**src/rtl/lzss_ram.sv**
```systemverilog
// Generic simple dual-port RAM: one write port, one registered read port.
`timescale 1ns / 1ps

module lzss_ram #(
    parameter int WIDTH = 8,
    parameter int DEPTH = 16
) (
    input  logic                     i_clk,
    input  logic                     i_we,
    input  logic [$clog2(DEPTH)-1:0] i_waddr,
    input  logic [WIDTH-1:0]         i_wdata,
    input  logic [$clog2(DEPTH)-1:0] i_raddr,
    output logic [WIDTH-1:0]         o_rdata
);

    logic [WIDTH-1:0] r_mem [DEPTH];
    logic [WIDTH-1:0] r_rdata;

    always_ff @(posedge i_clk) begin
        if (i_we) begin
            r_mem[i_waddr] <= i_wdata;
        end
        r_rdata <= r_mem[i_raddr];
    end

    assign o_rdata = r_rdata;

endmodule

```
**config.mk**
```make
export PLATFORM = sky130hd
export DESIGN_NAME = lzss_ram
export DESIGN_NICKNAME = d
export VERILOG_FILES = /design/src/rtl/lzss_ram.sv
export SDC_FILE = /design/constraint.sdc
export NUM_CORES = 1
export LEC_CHECK = 0
export BUFFER_PORTS_ARGS = -buffer_cell sky130_fd_sc_hd__buf_2
export CAP_MARGIN = 5
export CORE_MARGIN = 2
export CORE_UTILIZATION = 60
export CTS_CLUSTER_SIZE = 30
export DETAILED_ROUTE_END_ITERATION = 16
export GPL_ROUTABILITY_DRIVEN = 1
export PLACE_DENSITY = 0.74
export SLEW_MARGIN = 20
export SYNTH_ARGS = -nofsm -noshare
export SYNTH_HDL_FRONTEND = slang
export SYNTH_SLANG_ARGS = --single-unit
```
**constraint.sdc**
```tcl
create_clock -name i_clk -period 2.2 [get_ports i_clk]
set_input_delay 0.11 -clock i_clk [delete_from_list [all_inputs] [get_ports i_clk]]
set_output_delay 0.11 -clock i_clk [all_outputs]
set_load 0.1 [all_outputs]
```
# Word level (Yosys, flattened, before mapping)
# Memory sizes are Yosys's and may differ from the RTL's. A register that Yosys moved wholly into a read port is not among the register bits.
# Cells that the tools add are included.
[word_totals] reg_bits=0 mem_bits_rw=128 output_inout_bits=8 elab_cells=3 mem_count=1
[op_classes] mux=2
[memory_table] name="r_mem" words=16 width=8 rd=1 rd_ports_with_merged_regs=1 wr=1 line="16" source="logic [WIDTH-1:0] r_mem [DEPTH];"
[ops] cell="$mux W1" n=2

# Longest topological paths before layout
[logic_depth] ltp_word=2 ltp_mapped=5

# Least setup slack after synthesis
# Ideal clock, no wire load.
[synth_path] kind="input -> register" from="input i_waddr[2]" to="memory r_mem[0][0] (enable)" setup_ps=383 arrival_ps=1220 slack_ps=597 stages=2 n_path_buf=0 path_cell_list="or3b_2 > nor3_1"
[synth_lines] element="start, declared" line="10" source="input logic [$clog2(DEPTH)-1:0] i_waddr,"
[synth_lines] element="end, declared" line="16"
# Straight into the memory's write port.

==> results.rst <==
.. list-table::
   :header-rows: 1

   * - Metric
     - Value
   * - Share of power burned in the clock network
     - 45.8%
   * - Endpoint kind of the worst setup timing path
     - flop
   * - Overall track demand over capacity in global routing
     - 22.88%
   * - Status
     - finished clean
   * - Via count of the first global-routing pass
     - 2647
   * - Average footprint of a synthesized cell
     - 22.48 um^2
   * - Top Ports
     - 26
   * - Inserted Clock Buffers
     - 17
   * - Instance area at placement
     - 5525 um^2
   * - Master of the slowest instance on the critical path
     - mux4_1
   * - CP max stage delay
     - 0.54 ns
   * - Starting utilization of the core area
     - 62.33%
   * - Remaining routing DRC violations
     - 0
   * - Final Instance Count excl. Fillers
     - 414
   * - Antenna violations before repair
     - 0
   * - Setup tns final
     - 0 ns
   * - Netlist area before placement
     - 5147 um^2
   * - Clock slew seen by the registers of the worst setup and hold paths
     - 0.06 ns
   * - Worst Setup Slack post-DPL
     - 0.4653 ns
   * - Layout fillers
     - 454
   * - Sort of element at the start of the critical path
     - flop
   * - Proportion of power drawn by combinational gates
     - 6.6%
   * - Clock Sink Count
     - 136
   * - Global route overflow
     - 0
   * - CTS root buffer
     - clkbuf_8
   * - Vias per cell
     - 6.085
   * - CTS tree
     - built
   * - Classification of the worst-slack hold path
     - primary input to flop
   * - Worst Path Required
     - 2.59 ns
   * - Syn nets
     - 247
   * - Number of instances in the synthesized netlist
     - 229
   * - Total of max-cap violations
     - 0
   * - Fraction of power spent switching nets
     - 21.06%
   * - Total power of the final layout
     - 6.120 mW
   * - Max Fanout on Critical Path
     - 1
   * - Share of final-layout standard cells stronger than drive strength 1
     - 32.36%
   * - Slew at the pin with the worst max-slew slack
     - 0.7163 ns
   * - Critical path start-end classification
     - flop to flop
   * - Input/output buffers
     - 25
   * - Number of hold buffers added after CTS
     - 7
   * - Detailed router's first-iteration violation count
     - 250
   * - Worst-skew pair later-pin latency
     - 0.51 ns
   * - Post-detailed-placement half-perimeter wirelength
     - 6327 um
   * - Width of the die
     - 96.63 um
   * - Post-route clock period utilization
     - 65.33%
   * - Yosys cell types
     - 19
   * - Chip height
     - 96.63 um
   * - Number of gates resized after cts
     - 0
   * - Most frequent standard cell in the layout excluding fill and tap cells
     - edfxtp_1
   * - Standard cell core area
     - 8258 um^2
   * - Net switching power figure
     - 1.289 mW
   * - Post-CTS setup repair buffer count
     - 0
   * - Number of cells in the design after placement
     - 375
   * - Delay-heaviest family, CP
     - multiplexers
   * - Total Wirelength
     - 9901 um
   * - Number of nets at the end of the flow
     - 314
   * - First-pass GRT wire length
     - 15370 um
   * - Number of buffers between clock root and the deepest sink
     - 2
   * - Layout Area Growth over Synthesis
     - 20.42%
   * - Area of the die
     - 9336 um^2
   * - Ratio of total power to cell area
     - 987.4 nW/um^2
   * - Setup violations, final
     - 0
   * - Htree depth
     - 4
   * - Final ANT Viol Nets
     - 0
   * - Setup Skew
     - 0.005641 ns
   * - Max rail drop VDD
     - 0.8196 mV
   * - Final Hold Fails
     - 0
   * - Via count
     - 2519
   * - Register area share after synthesis
     - 77.78%
   * - Max Clk Rate
     - 695.8 MHz
   * - Cell-internal power
     - 4.831 mW
   * - Drt first pass iters
     - 5
   * - Arrival time of data at the critical path endpoint
     - 1.83 ns
   * - Final worst-path setup slack
     - 0.7628 ns
   * - Share of power burned in registers
     - 47.6%
   * - Most frequent cells in the layout
     - edfxtp_1, buf_2, buf_4
   * - Antenna diode count
     - 0
   * - Std-Cell Rows
     - 33
   * - Count of buffering cells on the critical path with inverters included
     - 0
   * - #FFs+latches synth
     - 136
   * - Worst relative slew slack
     - 52.15%
   * - Maximum number of pins on one net before global-route repair
     - 19
   * - Max-slew violation count
     - 0
   * - Unrepaired setup endpoints after global routing
     - false
   * - Final Critical Period
     - 1.437 ns
   * - Post-route standard cell area excluding fillers
     - 6198 um^2
   * - GPL Wtd Cong
     - 0.8010
   * - LEAKAGE
     - 2.154 nW
   * - Routed len/inst
     - 23.92 um
   * - Synthesis warning total
     - 0
   * - Worst-path cell chain
     - mux4_1 > a22oi_1 > nand2_1
-- cell families (layout without fill, tap and decap cells) --
logic type	Yosys count	after routing	share of synthesized area, %
mux	32	32	15.02
compound gates	16	16	2.334
simple gates	35	35	3.184
flops	136	136	77.78
buf+inv	10	90	1.677
-- flip-flops by register name, indices dropped and copies added (netlist names) --
register	count
r_mem	128
o_rdata	8
-- per-layer routing --
metal,up-vias,global-route usage (%),routed length [um]
met3,13,6.142,589
li1,1106,-,-
met1,1290,32.91,4318
met5,-,0,0
met2,110,35.26,4852
met4,0,6.934,140
-- power by group through the flow --
stage / combinational [mW] / clock (mW) / sequential, mW
after floorplan: 0.147 / 0 / 3.09
after CTS: 0.406 / 2.84 / 2.92
after global routing: 0.427 / 2.96 / 2.92
after global placement: 0.386 / 0 / 2.97
final: 0.404 / 2.80 / 2.91
after detailed placement: 0.394 / 0 / 2.97
-- cells in the mapped netlist --
| library cell | n | share of area [%] |
|---|---|---|
| a22oi_1 | 16 | 2.3 |
| and2_1 | 1 | 0.12 |
| and2b_1 | 1 | 0.15 |
| buf_2 | 3 | 0.29 |
| buf_4 | 1 | 0.15 |
| buf_6 | 3 | 0.66 |
| clkdlybuf4s25_2 | 3 | 0.58 |
| dfxtp_1 | 8 | 3.1 |
| edfxtp_1 | 128 | 75 |
| mux4_1 | 14 | 7.1 |
| mux4_2 | 18 | 7.9 |
| nand2_1 | 9 | 0.66 |
| nand2b_1 | 2 | 0.24 |
| nand3_1 | 1 | 0.097 |
| nand3b_1 | 2 | 0.29 |
| nor2_1 | 13 | 0.95 |
| nor2b_1 | 1 | 0.12 |
| nor3_1 | 4 | 0.39 |
| or3b_2 | 1 | 0.17 |
-- worst register-to-register path, stage by stage (launching register included) --
cell and delay [ns]:
edfxtp_1 0.37, mux4_1 0.54, a22oi_1 0.33, nand2_1 0.08
-- through the flow --
step                hold WS [ns]  util (%)
floorplan                 0.2089         -
global placement          0.4985     66.91
detailed placement        0.5032     66.91
CTS                     0.007700     75.06
global route             0.01270     75.06
finish                  0.009492     75.06
-- path summary, 6_finish.rpt --
check               from           to  slack (ns)  depth (start not counted)
max          r_mem[1][5]   o_rdata[5]        0.76                          3
min           i_wdata[5]  r_mem[4][5]       0.009                          1
max reg2reg  r_mem[1][5]   o_rdata[5]        0.76                          3
min reg2reg  r_mem[8][1]   o_rdata[1]        0.67                          3
-- final cells by class --
| class | instances | area (um^2) | area share, % |
|---|---|---|---|
| sequential | 136 | 4004 | 64.59 |
| multi-input combinational | 83 | 1057 | 17.06 |
| clock buffer | 20 | 455.4 | 7.348 |
| timing repair buffer | 58 | 402.9 | 6.500 |
| clock inverter | 12 | 147.6 | 2.382 |
| tap | 105 | 131.4 | 2.120 |
Note: power is estimated with default switching activity, not from simulation.
