[src/rtl/lzss_pkg.sv]
// Package: shared constants, types and the slot hash for the zero-sum run finder.
`timescale 1ns / 1ps

package lzss_pkg;

    localparam int ELEM_W    = 32;                   // element width on the stream
    localparam int MAX_LEN   = 4096;                 // elements counted per array
    localparam int TBL_DEPTH = 8192;                 // hash table slots
    localparam int SUM_W     = 44;                   // prefix sum, never wraps
    localparam int POS_W     = $clog2(MAX_LEN + 1);  // position, can reach MAX_LEN
    localparam int FPOS_W    = $clog2(MAX_LEN);      // stored first position
    localparam int LEN_W     = 13;                   // result length field
    localparam int ADDR_W    = $clog2(TBL_DEPTH);
    localparam int EPOCH_W   = 8;                    // array generation tag per slot

    typedef enum logic [2:0] {
        S_CLEAR,   // sweep writes epoch zero into every slot
        S_IDLE,    // waiting for an element
        S_PROBE,   // slot data back from table, compare and step
        S_EMIT     // hand the result to the output register
    } t_state;

    typedef struct packed {
        logic [EPOCH_W-1:0] epoch;
        logic [SUM_W-1:0]   key;
        logic [FPOS_W-1:0]  fpos;
    } t_entry;

    localparam int ENTRY_W = $bits(t_entry);

    typedef struct packed {
        logic               we;
        logic [ADDR_W-1:0]  waddr;
        t_entry             wdata;
        logic [ADDR_W-1:0]  raddr;
    } t_mem_req;

    typedef struct packed {
        logic               valid;
        logic [LEN_W-1:0]   length;
        logic               exceeded;
    } t_result;

    // Folds the sign-extended 64-bit key; the low address bits pick the home slot.
    function automatic logic [ADDR_W-1:0] f_hash(input logic [SUM_W-1:0] key);
        logic [63:0] k;
        logic [63:0] h;
        k = {{(64 - SUM_W){key[SUM_W-1]}}, key};
        h = k ^ (k >> 13) ^ (k >> 29) ^ (k >> 47);
        return h[ADDR_W-1:0];
    endfunction

endpackage

[src/rtl/lzss_out.sv]
// Output register: holds one result until the master side takes it.
`timescale 1ns / 1ps

module lzss_out (
    input  logic                       i_clk,
    input  logic                       i_rst_n,
    input  lzss_pkg::t_result          i_result,
    output logic                       o_result_ready,
    output logic                       o_valid,
    input  logic                       i_ready,
    output logic [lzss_pkg::LEN_W-1:0] o_length,
    output logic                       o_exceeded
);

    import lzss_pkg::*;

    logic             r_valid, n_valid;
    logic [LEN_W-1:0] r_length;
    logic             r_exceeded;

    assign o_result_ready = !r_valid || i_ready;

    always_comb begin
        n_valid = r_valid;
        if (i_ready) n_valid = 1'b0;
        if (i_result.valid && o_result_ready) n_valid = 1'b1;
    end

    always_ff @(posedge i_clk) begin
        if (!i_rst_n) begin
            r_valid <= 1'b0;
        end else begin
            r_valid <= n_valid;
        end
    end

    always_ff @(posedge i_clk) begin
        if (i_result.valid && o_result_ready) begin
            r_length   <= i_result.length;
            r_exceeded <= i_result.exceeded;
        end
    end

    assign o_valid    = r_valid;
    assign o_length   = r_length;
    assign o_exceeded = r_exceeded;

endmodule

[config.mk]
export PLATFORM = sky130hd
export DESIGN_NAME = lzss_out
export DESIGN_NICKNAME = d
export VERILOG_FILES = /design/src/rtl/lzss_pkg.sv /design/src/rtl/lzss_out.sv
export SDC_FILE = /design/constraint.sdc
export NUM_CORES = 1
export LEC_CHECK = 0
export ABC_AREA = 1
export BUFFER_PORTS_ARGS = -buffer_cell sky130_fd_sc_hd__buf_2
export CAP_MARGIN = 10
export CORE_MARGIN = 3
export CORE_UTILIZATION = 36
export CTS_BUF_LIST = sky130_fd_sc_hd__clkbuf_4
export DETAILED_ROUTE_END_ITERATION = 8
export PLACE_DENSITY = 0.73
export SKIP_LAST_GASP = 1
export SLEW_MARGIN = 40
export SYNTH_ARGS = -nofsm -noshare
export SYNTH_HDL_FRONTEND = slang
export SYNTH_SLANG_ARGS = --single-unit
[constraint.sdc]
create_clock -name i_clk -period 1.4 [get_ports i_clk]
set_clock_uncertainty 0.05 [all_clocks]
set_input_delay 0.07 -clock i_clk [delete_from_list [all_inputs] [get_ports i_clk]]
set_output_delay 0.07 -clock i_clk [all_outputs]
set_load 0.05 [all_outputs]
; ---- Word level (Yosys, flattened, before mapping)
; Cells that the tools add are included.
[word_totals]
register_bits = 15
inputBits = 18
output_inout_bits = 16
elab_cells = 9
[op_classes]
n_mux = 2
reduce_logical = 4
[ops]
columns = operator, n
row1 = $mux 1, 2
row2 = $reduce_bool 2->1, 1
row3 = $logic_and 1x1->1, 1
row4 = $logic_not 1->1, 1
row5 = $logic_or 1x1->1, 1

; ---- Depth between registers and ports, before layout
; Gate-level depths: netlist of the first run.
[logic_depth]
depth_word = 4
depth_mapped = 3
depth_no_buf = 3

; ---- Worst setup path before layout of the first run
; Ideal clock, no wire load.
[synth_timing]
path_type = reg2reg
start = register r_valid (netlist: o_valid)
end = register r_exceeded (netlist: o_exceeded) (enable)
setup_ps = 389
t_arrival_ps = 1310
required_ps = 961
slack_ps = -349
stages_incl_launch_ff = 2
n_path_buf = 0
synth_period_minus_slack_ps = 1749
cell_sequence = dfxtp_1 -> a21oi_1
[synth_via]
elab_chain_cells = 3
[synth_lines]
columns = element, line_no
row1 = "start, declared", lzss_out.sv:17  ; logic r_valid, n_valid;
row2 = "start signal, assigned", lzss_out.sv:33  ; r_valid <= n_valid;
row3 = $logic_not 1->1, lzss_out.sv:21  ; assign o_result_ready = !r_valid || i_ready;
row4 = $logic_or 1x1->1, lzss_out.sv:21
row5 = $logic_and 1x1->1, lzss_out.sv:38  ; if (i_result.valid && o_result_ready) begin
row6 = "end signal, assigned", lzss_out.sv:40  ; r_exceeded <= i_result.exceeded;
row7 = "end, declared", lzss_out.sv:19  ; logic r_exceeded;
; No other way between the ends.
; A chain may end at the register's enable or synchronous reset.

; ---- Worst setup path in the final report of the first run
[layout_timing]
start = register r_valid (netlist: o_valid)
end = register r_length[2] (netlist: o_length[2]) (enable)
[layout_via]
elab_chain_cells = 3
[layout_lines]
columns = element, line_no
row1 = $logic_not 1->1, lzss_out.sv:21
row2 = $logic_or 1x1->1, lzss_out.sv:21
row3 = $logic_and 1x1->1, lzss_out.sv:38
row4 = "end signal, assigned", lzss_out.sv:39  ; r_length <= i_result.length;
row5 = "end, declared", lzss_out.sv:18  ; logic [LEN_W-1:0] r_length;
; No other way between the ends.

==> results.md, run 1 <==
* Outcome: finished, final reports clean
* Final std cells w/o fill at 87
* Layout Nets at 92
* Antenna viol nets, final at 0
* Largest family of logic cells by synthesized area: compound AO/OA/AOI/OAI gates
* Mapped Avg Cell Area at 22.5 sq um
* Area growth, synth to finish at 78.8%
* Largest net degree at the start of global routing at 15
* Final setup viols at 0
* Pleak at 0.000375 uW
* Worst-path cell chain: a21oi_4
* Filler instances at 84
* Max-cap violations at 0
* Cells after Synth at 21
* Simple-Gate Fraction of Synth Area at 1.33%
* VDD IR max at 0.817 mV
* Routability Congestion at 0.600
* CP peak stage delay at 0.42 ns
* PD cells at 1130 nW/um^2
* Register area share after synthesis at 93.4%
* Clock root cell: clkbuf_4
* Via count at 358
* H-tree Lvls at 1
* Critical-path maximum fanout at 14
* CTS Buffer Depth at 2
* Yosys cell types at 7
* Layout cells sized above 1 at 56.2%
* Clk slew on worst S/H paths at 0.08 ns
* Slew margin rel. at 70.1%
* Max Freq at 0.854 GHz
* Clk_lat worst skew at 0.26 ns
* CTS tree: built
* Worst r2r src: o_valid$_SDFFE_PN0P_
* CTS buffer count at 3
* Die area at 1780 sq um
* Post-layout min period at 1.17 ns
* Reg area at 440 sq um
* Cts repair resizes at 0
* WL final at 1040 um
* Worst-Margin Slew at 0.448 ns
* Proportion of synthesized area in mux cells at 0%
* Initial antenna violation count at 0
* XOR/XNOR share of the synthesized area at 0%
* Unrepaired setup endpoints after global routing: no
* DIE HEIGHT at 42.2 um
* CTS sink count at 15
* WP data arrival at 1.04 ns
* Tcrit/Tclk final at 83.6%
* Syn Nets at 39
* Ant diodes at 0
* Drt wl/cell at 12.0 um
* Yosys Warn Count at 0
* Initial Util at 40.3%
* CP endpoint kind: flip-flop
* Setup CP Type: reg -> reg
* Iteration-0 DRC Markers at 6
* Post-synthesis compound-gate area fraction at 2.92%
* Cell family with most CP delay: compound AO/OA/AOI/OAI gates
* GRT overflow at 0
* IO buf count at 33
* DRT Pass-1 Iters at 3
* Hold Startpoint: i_ready
* Critical Path RT at 1.27 ns
* Die Wd at 42.2 um
* Synth Cell Area at 472 sq um
* Core box area at 1170 sq um
* Vias per inst at 4.11
* Synth Area in Adders at 0%
* Area taken by multi-input logic gates at 31.3 sq um
* Rows at 12
* Vias in the first global route at 375
* Worst path bufs/invs at 0
* First-pass GRT wire length at 1600 um
* # placed instances at 68
* Hold WC Path Type: in -> reg
* Fin. Hold Viols at 0
* Synth Register Bits at 15
* DRC at 0
* Setup TNS at 0 ns
* Worst Setup Start Kind: flip-flop
* Worst Setup SP: o_valid$_SDFFE_PN0P_
* Max-slew violations at 0
* Tot Pwr at 954 uW
* GRT Overall Usage at 12.4%
* Top Ports at 34
* CP max stage cell: a21oi_4
==> stage by stage <==
step           instance area [sq um]  worst slack, ns  util, %  hold WS, ns
3_3_place_gp                     666            0.264     56.8        0.198
4_1_cts                          843            0.219     72.0       0.0156
2_1_floorplan                    483           0.0916        -        0.119
6_report                         843            0.230     72.0       0.0290
5_1_grt                          843            0.176     72.0       0.0380
3_5_place_dp                     666            0.227     56.8        0.198
==> routing by layer <==
layer	track usage [%]	up-vias	routed length (um)
li1	-	181	-
met1	11.7	154	369
met2	24.9	23	559
met3	4.72	0	115
met4	1.86	0	0
met5	0	-	0
==> kinds of logic after synthesis <==
family / Yosys count
buffers and inverters: 3
flip-flops: 15
AO/OA/AOI/OAI: 2
AND/OR/NAND/NOR: 1
==> area by class of cell <==
cell class / instances / share of cell area [%]
flip-flops and latches: 15 / 52.2
inverters: 3 / 1.34
well taps: 14 / 2.08
clock inverters: 1 / 0.593
repair buffers: 48 / 37.4
clock buffers: 3 / 2.67
multi-input cells: 3 / 3.71
==> path summary, 6_finish.rpt <==
kind                                              end  slack (ns)  cells past startpoint
worst min register to register   o_valid$_SDFFE_PN0P_        0.48                      2
worst min-delay path             o_valid$_SDFFE_PN0P_        0.03                      4
worst max-delay path            o_length[2]$_DFFE_PP_        0.23                      1
worst max register to register  o_length[2]$_DFFE_PP_        0.23                      1
==> Yosys cell counts (all sizes together) <==
library cell | instances | area [sq um]
a21oi | 2 | 13.8
inv | 3 | 11.3
edfxtp | 14 | 420
nand2 | 1 | 6.26
dfxtp | 1 | 20.0
==> flip-flops by register name, indices dropped and copies added (netlist names) <==
register / cells
o_length: 13
o_exceeded: 1
o_valid: 1
==> worst min-delay path: cells and delay by family <==
family                 cells  cell delay (ns)
buffers and inverters      2             0.13
AOI/OAI and AO/OA          1             0.04
and+or+nand+nor            1             0.06
==> what timing repair did <==
action	in CTS	in global routing
setup endpoints to repair	0	0
hold endpoints to repair	15	0
setup buffers	0	0
hold buffers	15	0
==> power breakdown <==
group | switching [uW] | total (uW) | internal [uW] | leakage [uW]
clock | 126 | 231 | 106 | 0.0000177
combinational | 129 | 194 | 65.2 | 0.000214
sequential | 7.87 | 528 | 520 | 0.000144
total | 263 | 954 | 691 | 0.000375
==> layout by cell type, fill, tap and decap left out <==
master         instances
edfxtp_1              14
nand2_2                1
dfxtp_1                1
buf_2                 33
a21oi_4                1
clkbuf_4               3
a21oi_2                1
inv_2                  1
inv_1                  2
dlygate4sd3_1         15
clkinv_2               1
No activity file was read; power rests on OpenSTA's default activity.
==> inputs of run 2 (changes only) <==
==> constraint.sdc (replaced) <==
create_clock -name i_clk -period 1 [get_ports i_clk]
set_clock_uncertainty 0.05 [all_clocks]
set_input_delay 0.05 -clock i_clk [delete_from_list [all_inputs] [get_ports i_clk]]
set_output_delay 0.05 -clock i_clk [all_outputs]
set_load 0.05 [all_outputs]
==> run 2 against run 1 <==
Net effect:
- register-to-register slack worse by 0.22 ns
- power is 44% higher
- largest cell class unchanged
- cell count is 1.1% higher
- highest routed layer is now met4
- flip-flop and latch count stayed put
- cell area is 7.7% higher
- clock power is 41% higher
- utilization is 5.6 points higher
- largest power group unchanged
==> results.md, run 2 (synthesis gave the netlist of run 1 again) <==
* Clk_lat worst skew at 0.26 ns (about the same)
* Final setup viols at 0 (unchanged)
* Reg-to-reg endpoint: o_length[1]$_DFFE_PP_
* Worst path bufs/invs at 1 (+1)
* Critical-path maximum fanout at 14 (unchanged)
* CTS tree: built
* First-pass GRT wire length at 1570 um (-2.1%)
* Final Util at 77.6% (+5.6 points)
* CTS sink count at 15 (unchanged)
* Post-layout min period at 0.990 ns (-0.180 ns)
* IO buf count at 33 (unchanged)
* Worst Setup SP: o_valid$_SDFFE_PN0P_
* GRT overflow at 0 (unchanged)
* Buffer count from post-CTS setup fixing at 0 (unchanged)
* Max-slew violations at 0 (unchanged)
* Rows at 12 (unchanged)
* Most frequent cells in the layout: 23 x buf_2, 15 x dlygate4sd3_1, 14 x edfxtp_1, 8 x buf_4, 3 x clkbuf_4
* DRT Pass-1 Iters at 2 (-1)
* Worst r2r src: o_valid$_SDFFE_PN0P_
* Area growth, synth to finish at 92.6%
* PD cells at 1510 nW/um^2 (+33%)
* Worst Setup EP: o_length[1]$_DFFE_PP_
* Max Freq at 1.01 GHz (+18%)
* M1 GR Usage at 10.8% (-0.83 points)
* Iteration-0 DRC Markers at 2 (-4)
* Drt wl/cell at 11.6 um (-3.1%)
* CTS buffer count at 3 (unchanged)
* Unrepaired setup endpoints after global routing: yes
* Clock root cell: clkbuf_4
* Die Wd at 42.2 um (unchanged)
* Worst-path cell chain: a21oi_4 -> buf_12
* Tcrit/Tclk final at 99.0% (+15 points)
* Grt met2 use at 23.1% (-1.8 points)
* Filler instances at 82 (-2.4%)
* WL final at 1020 um (-2.0%)
* Final std cells w/o fill at 88 (+1.1%)
* Initial antenna violation count at 0 (unchanged)
* Max-cap violations at 0 (unchanged)
* Routability Congestion at 0.654 (+9.0%)
* Die area at 1780 sq um (unchanged)
* CP max stage cell: dfxtp_4
* Cell family with most CP delay: flip-flops
* Initial Util at 40.3% (unchanged)
* GR peak layer: met2
* DIE HEIGHT at 42.2 um (unchanged)
* Commonest non-fill, non-tap cell in the layout: buf_2
* Place WS at 0.0206 ns (-0.206 ns)
* Fin. Hold Viols at 0 (unchanged)
* Worst reg-to-reg setup slack at 0.01 ns (-0.22 ns)
* Clk slew on worst S/H paths at 0.08 ns (about the same)
* Vias in the first global route at 374 (-0.27%)
* Worst-Margin Slew at 0.252 ns (-0.196 ns)
* # placed instances at 69 (+1.5%)
* GRT Overall Usage at 12.3% (-0.090 points)
* Reg area at 444 sq um (+0.85%)
* Outcome: finished, final reports clean
* WP depth at 2 (+1)
* Final WS setup at 0.00967 ns (-0.220 ns)
* Critical Path RT at 0.94 ns (-0.33 ns)
* H-tree Lvls at 1 (unchanged)
* Layout cells sized above 1 at 58.1% (+1.9 points)
* Antenna viol nets, final at 0 (unchanged)
* Flip-flop count of the largest register after layout at 13 (unchanged)
* Via count at 364 (+1.7%)
* CP endpoint kind: flip-flop
* CTS Buffer Depth at 2 (unchanged)
* Vias per inst at 4.14 (+0.52%)
* Top Ports at 34 (unchanged)
* CP peak stage delay at 0.37 ns (-0.05 ns)
* Core box area at 1170 sq um (unchanged)
* Largest net degree at the start of global routing at 15 (unchanged)
* Worst Setup Start Kind: flip-flop
* Setup CP Type: reg -> reg
* Pleak at 0.000405 uW (+7.9%)
* Area taken by multi-input logic gates at 36.3 sq um (+16%)
* Hold WC Path Type: in -> reg
* R2R cell count at 2 (+1)
* Met3 usage at 4.29% (-0.43 points)
* VDD IR max at 1.01 mV (+24%)
* Ant diodes at 0 (unchanged)
* Slew margin rel. at 83.3% (+13 points)
* WP data arrival at 0.93 ns (-0.11 ns)
* DRC at 0 (unchanged)
* Layout Nets at 93 (+1.1%)
==> run 2: final cells by class <==
class | count | share of cell area, %
clock buffer | 3 | 2.48
timing repair buffer | 49 | 40.9
inverter | 3 | 1.24
multi-input combinational | 3 | 3.99
clock inverter | 1 | 0.551
sequential | 15 | 48.9
tap | 14 | 1.93
==> run 2: worst min path at each step <==
| stage | from | end | slack (ns) | depth (start not counted) |
|---|---|---|---|---|
| 2_1_floorplan | i_result[0] | o_exceeded$_DFFE_PP_ | 0.1 | 0 |
| 3_3_place_gp | i_result[11] | o_length[10]$_DFFE_PP_ | 0.18 | 1 |
| 3_5_place_dp | i_result[2] | o_length[1]$_DFFE_PP_ | 0.18 | 1 |
| 4_1_cts | i_ready | o_valid$_SDFFE_PN0P_ | 0.007 | 4 |
| 5_1_grt | i_ready | o_valid$_SDFFE_PN0P_ | 0.02 | 4 |
| 6_report | i_ready | o_valid$_SDFFE_PN0P_ | 0.02 | 4 |
==> run 2: stage by stage <==
step	cell area (sq um)	setup TNS, ns	total power (uW)	hold slack (ns)
after floorplan	487	-1.74	911	0.0989
after global placement	689	0	988	0.179
after detailed placement	689	0	992	0.179
after CTS	876	-0.00156	1370	0.00742
after global routing	908	-0.0729	1440	0.0174
final	908	0	1370	0.0176
==> run 2: worst register-to-register path, stage by stage, from the launching register on <==
cell	delay, ns
dfxtp_4	0.37
a21oi_4	0.14
buf_12	0.15
==> run 2: per-layer routing <==
| metal | up-vias | routed length (um) |
|---|---|---|
| met1 | 156 | 337 |
| li1 | 183 | - |
| met5 | - | 0 |
| met4 | 0 | 5 |
| met3 | 2 | 113 |
| met2 | 23 | 566 |
==> run 2: power breakdown <==
part           total, uW  switching [uW]  internal (uW)  leakage, uW
Clock                325             177            148    0.0000177
Sequential           741            13.4            728     0.000144
Combinational        304             185            119     0.000243
Total               1370             375            995     0.000405
==> run 2: what timing repair did <==
item                                    4_1_cts  5_1_grt
gates resized for setup                       3       19
endpoints found under the setup margin        2       14
hold buffers                                 15        0
endpoints found under the hold margin        15        0
==> inputs of run 3 (changes only) <==
--- a/config.mk
+++ b/config.mk
@@ -6,13 +6,14 @@
 export NUM_CORES = 1
 export LEC_CHECK = 0
 export ABC_AREA = 1
-export BUFFER_PORTS_ARGS = -buffer_cell sky130_fd_sc_hd__buf_2
+export BUFFER_PORTS_ARGS = -buffer_cell sky130_fd_sc_hd__clkbuf_2
 export CAP_MARGIN = 10
 export CORE_MARGIN = 3
 export CORE_UTILIZATION = 36
 export CTS_BUF_LIST = sky130_fd_sc_hd__clkbuf_4
 export DETAILED_ROUTE_END_ITERATION = 8
 export PLACE_DENSITY = 0.73
+export RECOVER_POWER = 50
 export SKIP_LAST_GASP = 1
 export SLEW_MARGIN = 40
 export SYNTH_ARGS = -nofsm -noshare
==> run 3 against run 2 <==
Net effect:
- the flow now finishes with violations (setup timing)
- utilization stayed put
- sequential power hardly changed
- critical path depth stayed put
- cell count stayed put
- cell area stayed put
- worst setup slack worse by 0.012 ns
- register-to-register slack hardly changed
- flip-flop and latch count stayed put
- via count is 0.55% higher
- clock-buffer cell count is 1 higher
- sequential share of layout area stayed put
- combinational power hardly changed
- critical path type unchanged
- largest cell class unchanged
==> results.md, run 3 (synthesis gave the netlist of run 1 again) <==
* Vias per inst at 4.16 (+0.55%)
* Largest net degree at the start of global routing at 15 (unchanged)
* Tcrit/Tclk final at 100% (+1.2 points)
* Initial Util at 40.3% (unchanged)
* Vias in the first global route at 368 (-1.6%)
* Die area at 1780 sq um (unchanged)
* Clk_lat worst skew at 0.26 ns (about the same)
* Top Ports at 34 (unchanged)
* CTS sink count at 15 (unchanged)
* Max-cap violations at 0 (unchanged)
* Design area at 908 sq um (unchanged)
* Worst-path cell chain: a21oi_4 -> buf_12
* Iteration-0 DRC Markers at 3 (+1)
* H-tree Lvls at 1 (unchanged)
* DRC at 0 (unchanged)
* WL final at 982 um (-4.0%)
* CP endpoint kind: flip-flop
* Most frequent cells in the layout: 17 x clkbuf_2, 15 x dlygate4sd3_1, 14 x edfxtp_1, 7 x buf_4, 7 x buf_2
* Hold WC Path Type: in -> reg
* VDD IR max at 0.890 mV (-12%)
* Die Wd at 42.2 um (unchanged)
* IO buf count at 33 (unchanged)
* Area growth, synth to finish at 92.6% (unchanged)
* DIE HEIGHT at 42.2 um (unchanged)
* Initial antenna violation count at 0 (unchanged)
* # placed instances at 69 (unchanged)
* Final WS setup at -0.00272 ns (-0.0124 ns)
* Worst Setup Start Kind: flip-flop
* Worst reg-to-reg setup slack at -0.003 ns (about the same)
* CP peak stage delay at 0.37 ns (about the same)
* Ant diodes at 0 (unchanged)
* Worst Hold Path Cells at 4 (unchanged)
* Antenna viol nets, final at 0 (unchanged)
* Post-DP Area at 689 sq um (unchanged)
* CTS buffer count at 3 (unchanged)
* Rows at 12 (unchanged)
* Outcome: finished, violations left
* CTS Buffer Depth at 2 (unchanged)
* GRT overflow at 0 (unchanged)
* WP depth at 2 (unchanged)
* Core box area at 1170 sq um (unchanged)
* Clk slew on worst S/H paths at 0.07 ns (about the same)
* Critical-path maximum fanout at 14 (unchanged)
* Post-layout min period at 1.00 ns (+0.0124 ns)
* Flip-flop count of the largest register after layout at 13 (unchanged)
* Max Freq at 0.997 GHz (-1.2%)
* Clock root cell: clkbuf_4
* Via count at 366 (+0.55%)
* DRT Pass-1 Iters at 2 (unchanged)
* R2R cell count at 2 (unchanged)
* CTS tree: built
* First-pass GRT wire length at 1630 um (+4.0%)
* GRT Overall Usage at 12.4% (+0.10 points)
* Pleak at 0.000408 uW (+0.88%)
* Layout cells sized above 1 at 58.1% (unchanged)
* Critical Path RT at 0.93 ns (about the same)
* WP data arrival at 0.93 ns (about the same)
* CP max stage cell: dfxtp_4
* Failing checks: setup timing
* Layout Nets at 93 (unchanged)
* Unrepaired setup endpoints after global routing: yes
* Hpwl dp at 633 um
* Final std cells w/o fill at 88 (unchanged)
* Max-slew violations at 0 (unchanged)
* Slew margin rel. at 83.3% (about the same)
* PD cells at 1530 nW/um^2 (+1.3%)
* Min Hold Slack at 0.0200 ns (+0.00238 ns)
* Setup CP Type: reg -> reg
* Commonest non-fill, non-tap cell in the layout: clkbuf_2
* Drt wl/cell at 11.2 um (-4.0%)
* Routability Congestion at 0.651 (-0.52%)
* Fin. Hold Viols at 0 (unchanged)
* Tot Pwr at 1390 uW (+1.3%)
* Final setup viols at 6 (+6)
* Worst-Margin Slew at 0.253 ns (+0.000650 ns)
* Cell family with most CP delay: flip-flops
* Worst path bufs/invs at 1 (unchanged)
run 3: changes by cell type in the layout (fill, tap and decap cells not counted):
cell      change
buf_2        -16
buf_4         -1
clkbuf_2     +17
clkbuf_4      +1
clkinv_2      -1
run 3: final cells by class:
type	count	area (sq um)
Clock buffer	4	30.0
Sequential cell	15	444
Fill cell	81	263
Inverter	3	11.3
Tap cell	14	17.5
Timing Repair Buffer	49	369
Multi-Input combinational cell	3	36.3
run 3: final timing paths:
path,startpoint,end
max,o_valid$_SDFFE_PN0P_,o_length[3]$_DFFE_PP_
max reg2reg,o_valid$_SDFFE_PN0P_,o_length[3]$_DFFE_PP_
min,i_ready,o_valid$_SDFFE_PN0P_
min reg2reg,o_valid$_SDFFE_PN0P_,o_valid$_SDFFE_PN0P_
run 3: where the power goes:
group          internal, uW  total, uW  switching, uW
Combinational           118        303            185
Clock                   181        344            163
Sequential              728        741           13.1
run 3: layer usage:
metal	up-vias	track usage (%)	wire, um
met1	158	12.3	321
met2	23	22.2	535
met4	0	5.59	5
met5	-	0	0
li1	183	-	-
met3	2	5.15	120
run 3: per-stage QoR:
step | setup TNS (ns) | worst slack (ns) | util (%)
after detailed placement | 0 | 0.0148 | 58.9
final | -0.0159 | -0.00272 | 77.6
after global routing | -0.219 | -0.0178 | 77.6
after CTS | -0.00289 | -0.00289 | 75.4
after global placement | 0 | 0.0299 | 58.9
after floorplan | -1.74 | -0.124 | -
run 3: what timing repair did:
action | in CTS | in global routing
endpoints found under the hold margin | 15 | 0
gates cloned | 0 | 0
setup buffers | 0 | 0
resized for setup | 4 | 30
pin swaps | 0 | 0
setup endpoints to repair | 3 | 30
hold buffers | 15 | 0
run 3: worst min-delay path: stages:
cell and delay (ns):
clkbuf_2 0.08, inv_2 0.05, nand2_4 0.07, a21oi_2 0.05
